### config.mk
export PLATFORM = sky130hd
export DESIGN_NAME = arm_elf_relocation_patcher
export DESIGN_NICKNAME = d
export VERILOG_FILES = /design/src/rtl/aerp_pkg.sv /design/src/rtl/arm_elf_relocation_patcher.sv
export SDC_FILE = /design/constraint.sdc
export NUM_CORES = 1
export LEC_CHECK = 0
export BUFFER_PORTS_ARGS = -buffer_cell sky130_fd_sc_hd__buf_2
export CORE_ASPECT_RATIO = 0.9
export CORE_MARGIN = 8
export CORE_UTILIZATION = 56
export CTS_BUF_LIST = sky130_fd_sc_hd__clkbuf_4 sky130_fd_sc_hd__clkbuf_8
export DETAILED_ROUTE_END_ITERATION = 16
export GPL_TIMING_DRIVEN = 1
export PLACE_DENSITY_LB_ADDON = 0.25
export SETUP_SLACK_MARGIN = 0.5
export SLEW_MARGIN = 10
export SYNTH_ARGS = -nofsm -noshare
export SYNTH_HDL_FRONTEND = slang
export SYNTH_SLANG_ARGS = --single-unit
### constraint.sdc
create_clock -name clk -period 8.14 [get_ports clk]
set_input_delay 1.221 -clock clk [delete_from_list [all_inputs] [get_ports clk]]
set_output_delay 1.221 -clock clk [all_outputs]
set_load 0.01 [all_outputs]
### src/rtl/aerp_pkg.sv
// shared types and codes for the arm elf relocation patcher
package aerp_pkg;

  localparam int TypeW   = 8;
  localparam int StatusW = 2;
  localparam int WordW   = 32;
  localparam int OffW    = 34;   // branch sum, wide enough to hold it without wrap
  localparam int EncW    = 25;   // thumb bl/b.w offset field

  // relocation type numbers
  localparam logic [TypeW-1:0] T_NONE       = 8'd0;
  localparam logic [TypeW-1:0] T_ABS32      = 8'd2;
  localparam logic [TypeW-1:0] T_REL32      = 8'd3;
  localparam logic [TypeW-1:0] T_THM_CALL   = 8'd10;
  localparam logic [TypeW-1:0] T_RELATIVE   = 8'd23;
  localparam logic [TypeW-1:0] T_THM_JUMP24 = 8'd30;
  localparam logic [TypeW-1:0] T_TARGET1    = 8'd38;
  localparam logic [TypeW-1:0] T_PREL31     = 8'd42;
  localparam logic [TypeW-1:0] T_MOVW       = 8'd47;
  localparam logic [TypeW-1:0] T_MOVT       = 8'd48;

  // status codes
  localparam logic [StatusW-1:0] ST_OK    = 2'd0;
  localparam logic [StatusW-1:0] ST_BAD   = 2'd1;
  localparam logic [StatusW-1:0] ST_UNSUP = 2'd2;

  // operation class decoded from the type number
  typedef enum logic [2:0] {
    OP_KEEP,
    OP_ABS,
    OP_REL,
    OP_PREL31,
    OP_BRANCH,
    OP_MOVW,
    OP_MOVT,
    OP_UNSUP
  } op_t;

endpackage

### src/rtl/arm_elf_relocation_patcher.sv
// arm elf relocation patcher: three-stage pipeline with a registered output
// items pass the stage 1, stage 2 and output registers on to the master side
// throughput: one item per cycle; s_tready is low only while the output
// register holds an item that the sink does not take, which halts all stages
// reset: rst clears the valid bit of every stage, so no item survives reset
// the stages hold no state across items, so no clearing pass is needed
module arm_elf_relocation_patcher (
  input  logic                          clk,
  input  logic                          rst,
  // input item
  input  logic                          s_tvalid,
  output logic                          s_tready,
  input  logic [3*aerp_pkg::WordW-1:0]  s_tdata,  // sym_value, place_addr, old_word
  input  logic [aerp_pkg::TypeW+1:0]    s_tuser,  // reloc_type, sym_present, sym_is_func
  // result item
  output logic                          m_tvalid,
  input  logic                          m_tready,
  output logic [aerp_pkg::WordW-1:0]    m_tdata,  // new_word
  output logic [aerp_pkg::StatusW-1:0]  m_tuser   // status
);
  import aerp_pkg::*;

  // the whole pipe moves when the output register is free or drained
  logic advance;
  assign advance  = !m_tvalid || m_tready;
  assign s_tready = advance;

  // input field split
  logic [TypeW-1:0] in_type;
  logic             in_present;
  logic             in_func;
  logic [WordW-1:0] in_sym;
  logic [WordW-1:0] in_place;
  logic [WordW-1:0] in_word;

  assign in_sym     = s_tdata[WordW-1:0];
  assign in_place   = s_tdata[2*WordW-1:WordW];
  assign in_word    = s_tdata[3*WordW-1:2*WordW];
  assign in_type    = s_tuser[TypeW-1:0];
  assign in_present = s_tuser[TypeW];
  assign in_func    = s_tuser[TypeW+1];

  // ---------------------------------------------------------------
  // stage 1: symbol value, s - p, type decode, branch field decode
  // ---------------------------------------------------------------
  logic             func_c;
  logic [WordW-1:0] s_c;
  op_t              op_c;
  logic [EncW-1:0]  enc_c;

  assign func_c = in_present && in_func;
  // symbol value is zero without a symbol, thumb bit forced for functions
  assign s_c    = (in_present ? in_sym : '0) | {{(WordW-1){1'b0}}, func_c};

  always_comb begin
    case (in_type) inside
      T_NONE, T_RELATIVE:         op_c = OP_KEEP;
      T_ABS32, T_TARGET1:         op_c = OP_ABS;
      T_REL32:                    op_c = OP_REL;
      T_PREL31:                   op_c = OP_PREL31;
      T_THM_CALL, T_THM_JUMP24:   op_c = OP_BRANCH;
      T_MOVW:                     op_c = OP_MOVW;
      T_MOVT:                     op_c = OP_MOVT;
      default:                    op_c = OP_UNSUP;
    endcase
  end

  // first halfword in the low bits, second in the high bits
  // enc = s : ~(j1^s) : ~(j2^s) : imm10 : imm11 : 0
  assign enc_c = {in_word[10],
                  ~(in_word[29] ^ in_word[10]),
                  ~(in_word[27] ^ in_word[10]),
                  in_word[9:0],
                  in_word[26:16],
                  1'b0};

  logic             v1;
  op_t              op1;
  logic             func1;
  logic [WordW-1:0] s1;
  logic [WordW-1:0] sp1;
  logic [WordW-1:0] w1;
  logic [EncW-1:0]  enc1;

  always_ff @(posedge clk) begin
    if (rst) begin
      v1 <= 1'b0;
    end else if (advance) begin
      v1 <= s_tvalid;
    end
    if (advance) begin
      op1   <= op_c;
      func1 <= func_c;
      s1    <= s_c;
      sp1   <= s_c - in_place;
      w1    <= in_word;
      enc1  <= enc_c;
    end
  end

  // ---------------------------------------------------------------
  // stage 2: the adds (data words, branch offset, mov immediate)
  // ---------------------------------------------------------------
  logic [WordW-1:0] sum_abs;
  logic [WordW-1:0] sum_rel;
  logic [WordW-1:0] calc_c;
  logic [OffW-1:0]  off_c;
  logic [15:0]      mov_imm;
  logic [15:0]      imm_c;

  assign sum_abs = w1 + s1;
  assign sum_rel = w1 + sp1;
  // exact signed sum of the decoded offset and s - p
  assign off_c   = {{(OffW-EncW){enc1[EncW-1]}}, enc1} +
                   {{(OffW-WordW){sp1[WordW-1]}}, sp1};
  // mov immediate: imm4 : i : imm3 : imm8 spread over the two halfwords
  assign mov_imm = {w1[3:0], w1[10], w1[30:28], w1[23:16]};
  // movt adds the upper half of s, movw the lower half
  assign imm_c   = mov_imm + ((op1 == OP_MOVT) ? s1[31:16] : s1[15:0]);

  always_comb begin
    case (op1)
      OP_ABS:    calc_c = sum_abs;
      OP_REL:    calc_c = sum_rel;
      OP_PREL31: calc_c = {w1[31], sum_rel[30:0]};
      default:   calc_c = w1;
    endcase
  end

  logic             v2;
  op_t              op2;
  logic             func2;
  logic [WordW-1:0] w2;
  logic [WordW-1:0] calc2;
  logic [OffW-1:0]  off2;
  logic [15:0]      imm2;

  always_ff @(posedge clk) begin
    if (rst) begin
      v2 <= 1'b0;
    end else if (advance) begin
      v2 <= v1;
    end
    if (advance) begin
      op2   <= op1;
      func2 <= func1;
      w2    <= w1;
      calc2 <= calc_c;
      off2  <= off_c;
      imm2  <= imm_c;
    end
  end

  // ---------------------------------------------------------------
  // stage 3: branch checks, re-encoding, result select
  // ---------------------------------------------------------------
  logic             br_range_bad;
  logic             br_thumb_bad;
  logic [WordW-1:0] br_word;
  logic [WordW-1:0] mov_word;
  logic [WordW-1:0] word_c;
  logic [StatusW-1:0] status_c;

  // in range when bits above 24 all copy the sign bit
  assign br_range_bad = !((&off2[OffW-1:EncW-1]) || !(|off2[OffW-1:EncW-1]));
  // a call into thumb code must land on an odd target
  assign br_thumb_bad = func2 && !off2[0];

  // opcode bits kept, offset bit 0 dropped
  assign br_word = {w2[31:30],
                    off2[24] ^ ~off2[23],
                    w2[28],
                    off2[24] ^ ~off2[22],
                    off2[11:1],
                    w2[15:11],
                    off2[24],
                    off2[21:12]};

  assign mov_word = {w2[31], imm2[10:8], w2[27:24], imm2[7:0],
                     w2[15:11], imm2[11], w2[9:4], imm2[15:12]};

  always_comb begin
    word_c   = w2;
    status_c = ST_OK;
    case (op2)
      OP_KEEP:   word_c = w2;
      OP_ABS, OP_REL, OP_PREL31: word_c = calc2;
      OP_BRANCH: begin
        if (br_range_bad || br_thumb_bad) begin
          status_c = ST_BAD;
        end else begin
          word_c = br_word;
        end
      end
      OP_MOVW, OP_MOVT: word_c = mov_word;
      OP_UNSUP:  status_c = ST_UNSUP;
      default:   status_c = ST_UNSUP;
    endcase
  end

  // output register
  always_ff @(posedge clk) begin
    if (rst) begin
      m_tvalid <= 1'b0;
    end else if (advance) begin
      m_tvalid <= v2;
    end
    if (advance) begin
      m_tdata <= word_c;
      m_tuser <= status_c;
    end
  end

  // ---------------------------------------------------------------
  // checks
  // ---------------------------------------------------------------

  // status is always one of the three defined codes
  a_status_code: assert property (@(posedge clk) disable iff (rst)
    m_tvalid |-> (m_tuser == ST_OK || m_tuser == ST_BAD || m_tuser == ST_UNSUP))
    else $error("undefined status code on result");

  // an unsupported type leaves the word untouched
  a_unsup_keeps_word: assert property (@(posedge clk) disable iff (rst)
    (advance && v2 && op2 == OP_UNSUP) |=> (m_tuser == ST_UNSUP && m_tdata == $past(w2)))
    else $error("unsupported type changed the word");

  // a rejected branch returns the original word
  a_bad_keeps_word: assert property (@(posedge clk) disable iff (rst)
    (advance && v2 && op2 == OP_BRANCH && status_c == ST_BAD)
      |=> (m_tuser == ST_BAD && m_tdata == $past(w2)))
    else $error("rejected branch did not return old word");

  // an empty output register never blocks the input side
  a_ready_when_empty: assert property (@(posedge clk) disable iff (rst)
    !m_tvalid |-> s_tready)
    else $error("input stalled with empty output");

endmodule
==> qor.yml <==
logic_synthesis:
  netlist.area_leader.share_pct: 46.9
  synth.largest_area_cell: "sky130_fd_sc_hd__edfxtp_1"
  post_synth_instance_area_um2: 16200
  synth_enable_flop_cells: 253
  syn-mean-instance-area_um2: 11.0
  yosysSeqAreaShare_pct: 47.2
  synth.ff_latch_count: 256
  synthArstFlopShare_pct: 0
  synthCells: 1477
  synth.top_cells.by_area: "sky130_fd_sc_hd__edfxtp_1 (47%), sky130_fd_sc_hd__ha_1 (11%), sky130_fd_sc_hd__xnor2_1 (4.6%)"
  synth_fp_nets: 1731
  synth.top_cells.by_count: "sky130_fd_sc_hd__edfxtp_1 (253), sky130_fd_sc_hd__ha_1 (139), sky130_fd_sc_hd__a21oi_1 (114)"
  total_of_warnings_raised_by_yosys: 0
  yosys.cell_types.count: 83
  dominantRegCellSynth: "sky130_fd_sc_hd__edfxtp_1"
  top_count_cell_post_synth: "sky130_fd_sc_hd__edfxtp_1"
worst_setup_path:
  critPathArrivalTime_ns: 4.86
  max_stage_delay_ns: 0.78
  regToRegStartpoint: "op1[1]$_SDFFCE_PP0P_"
  worstSetupStartpointType: "register"
  worst-endpoint-required_ns: 8.44
  reg2regPathDepth: 15
  cp_top_family: "compound AO/OA/AOI/OAI gates"
  worst-setup-path-type: "reg2reg"
  critical_path.cell_chain: "nand3_1 -> mux2_2 -> ha_1 -> inv_1 -> fa_1 -> nor2b_1 -> o21ai_0 -> a21oi_1 -> o21ai_0 -> a21boi_0 -> o2111ai_1 -> nand3_1 -> a31o_2 -> a21oi_1 -> xnor2_1"
  cpMaxStageDelayCell: "sky130_fd_sc_hd__nand3_1"
  timing.critical_path.fanout_max: 16
  path_buf_inv: 1
  r2r-end: "imm2[14]$_DFFE_PP_"
  r2r_setup_slack_ns: 3.58
  timing.critical_path.to_type: "register"
drt:
  dr.first_iter.drc_count: 1357
  route.detailed.drc: 0
  number_of_nets_with_antenna_violations_after_detailed_routing: 0
  firstDrtPassIters: 10
  avgRoutedWirePerCell_um: 22.1
  wirelength_routed_um: 45300
  vias_per_cell: 6.10
  routed-via-count: 12500
worst_hold_path:
  min_path_cells: 2
  hold_class: "reg2reg"
  hold-path-endpoint: "m_tvalid$_SDFFE_PP0P_"
  hold_start: "v2$_SDFFE_PP0P_"
global_routing:
  globalRouteTotalUtil_pct: 25.6
  overflow: 0
  grt_antenna_before_repair: 0
  grt_max_degree: 177
  first_pass_grt_wire_length_um: 68500
  via_count_of_the_first_global_routing_pass: 12200
cts:
  ctsHtreeMaxLevel: 2
  postCtsHoldBufs: 0
  worst_setup_hold_path_clk_slew_ns: 0.06
  clk_root_buffer_cell: "sky130_fd_sc_hd__clkbuf_8"
  cts_post_setup_buffers_inserted: 0
  tritoncts.num_buffers: 45
  cts_num_sinks: 256
  cts_resized: 0
  ctsLongestPathBuffers: 3
  clk_latency_ns: 0.56
  tritoncts: "done"
layout:
  postLayoutCoreUtil_pct: 63.6
  syn2layout_area_growth_pct: 12.6
  final_nets: 1898
  fraction_of_final_layout_cells_sized_beyond_drive_strength_1_pct: 16.6
placement:
  hpwl_um: 35000
  routabilityCongestion: 1.01
  place.port_buffers: 145
job:
  max_cap_viol_count: 0
floorplan:
  chipWidth_um: 195
  fp.dieArea_um2: 34700
  row_count: 59
  initial_utilization_pct: 56.5
  io_pins: 146
  fp.coreArea_um2: 28700
  die_height_um: 177
power:
  p_leak_nw: 7.86
  powerDensity_nw_per_um2: 231
  power.ir.vdd_worst_mv: 0.116
timing:
  max_slew.worst_pin.slew_ns: 1.13
  slew_headroom_pct: 24.5
  rsz0062_at_grt: "false"
  slew_violations: 0
  min_period_over_period_pct: 56.0
  max_clock_freq_mhz: 219
  fin_skew_ns: 0.0189
  totalNegativeSetupSlack_ns: 0
  hold_viol: 0
  final-setup-viol-count: 0
  min_period_ns: 4.56
status:
  run_status: "finished clean"
==> cells by family after synthesis <==
| logic type | share of synthesized area, % |
|---|---|
| multiplexers | 1.96 |
| adder cells (fa/ha/maj) | 11.3 |
| XOR/XNOR | 7.18 |
| flip-flops | 47.2 |
| buffers and inverters | 2.85 |
| AND/OR/NAND/NOR | 11.0 |
| AO/OA/AOI/OAI | 18.4 |
==> area by class of cell <==
| type | count | area, µm² |
|---|---|---|
| Clock buffer | 59 | 731 |
| Sequential cell | 256 | 7660 |
| Multi-Input combinational cell | 1100 | 8130 |
| Timing Repair Buffer | 150 | 776 |
| Tap cell | 366 | 458 |
| Antenna cell | 1 | 2.50 |
| Clock inverter | 24 | 171 |
| Fill cell | 2305 | 10500 |
| Inverter | 91 | 342 |
==> how the worst max path moves through the flow <==
stage                    startpoint                 end  depth (start not counted)
4_1_cts        op1[1]$_SDFFCE_PP0P_  imm2[14]$_DFFE_PP_                         15
6_report       op1[1]$_SDFFCE_PP0P_  imm2[14]$_DFFE_PP_                         15
2_1_floorplan              m_tready            s_tready                          1
3_5_place_dp             s_tuser[8]   sp1[30]$_DFFE_PP_                         14
3_3_place_gp             s_tuser[8]   sp1[30]$_DFFE_PP_                         14
5_1_grt        op1[1]$_SDFFCE_PP0P_  imm2[14]$_DFFE_PP_                         15
==> registers in the layout, indices dropped and copies added (netlist names) <==
signal and cells:
imm2 16, func2 1, v1 1, m_tvalid 1, m_tuser 2, s1 32
op2 3, func1 1, calc2 32, w1 32, v2 1, w2 32
off2 33, m_tdata 32, sp1 32, op1 3, enc1 2
==> through the flow <==
stage / power [mW] / std cells / instance area, µm² / worst slack (ns) / hold WS, ns
floorplan: 2.67 / 1477 / 16200 / 2.43 / 0.400
finish: 4.22 / 2047 / 18300 / 3.58 / 0.467
global placement: 3.01 / 1963 / 17400 / 3.62 / 0.437
CTS: 4.22 / 2046 / 18300 / 3.67 / 0.470
global route: 4.43 / 2046 / 18300 / 3.30 / 0.491
detailed placement: 3.03 / 1963 / 17400 / 3.43 / 0.454
==> per-layer routing <==
metal  vias up  track usage [%]  wire (µm)
li1       5941                -          -
met5         -                0          0
met2       566             39.2      19400
met3        94             4.38       4070
met1      5883             36.5      20500
met4         0             8.39       1340
==> cells in the final DEF, fill, tap and decap left out, drive strengths merged, types with 7 or more instances in the layout <==
cell type	Yosys	layout
a211oi	19	19
a21o	56	56
a21oi	118	118
a222oi	25	25
a22oi	14	14
a31oi	11	11
and2	40	40
and3	7	7
buf	2	150
clkbuf	28	59
clkinv	2	20
edfxtp	253	253
ha	139	139
inv	89	90
mux2	22	22
mux2i	7	7
nand2	89	89
nand2b	27	27
nand3	18	18
nand4	18	18
nor2	86	86
nor2b	13	13
nor3	24	24
o211ai	8	8
o21a	18	18
o21ai	90	90
o21bai	12	12
o221ai	7	7
o22ai	9	9
o31ai	7	7
or3	7	7
xnor2	85	85
xor2	48	48
==> worst reg2reg max path, delay by kind of cell (launching register included) <==
kind | cells | cell delay, ns
compound gates | 7 | 1.54
xor+xnor | 1 | 0.08
fa+ha+maj | 2 | 0.41
buf+inv | 1 | 0.07
flops | 1 | 0.68
mux | 1 | 0.55
simple gates | 3 | 0.96
==> report_power, final <==
part,leakage [nW],internal (mW),total (mW),switching [mW]
clock network,0.472,0.654,1.19,0.533
registers,2.71,1.71,1.87,0.162
logic,4.68,0.504,1.17,0.663
Note: power is estimated with default switching activity, not from simulation.
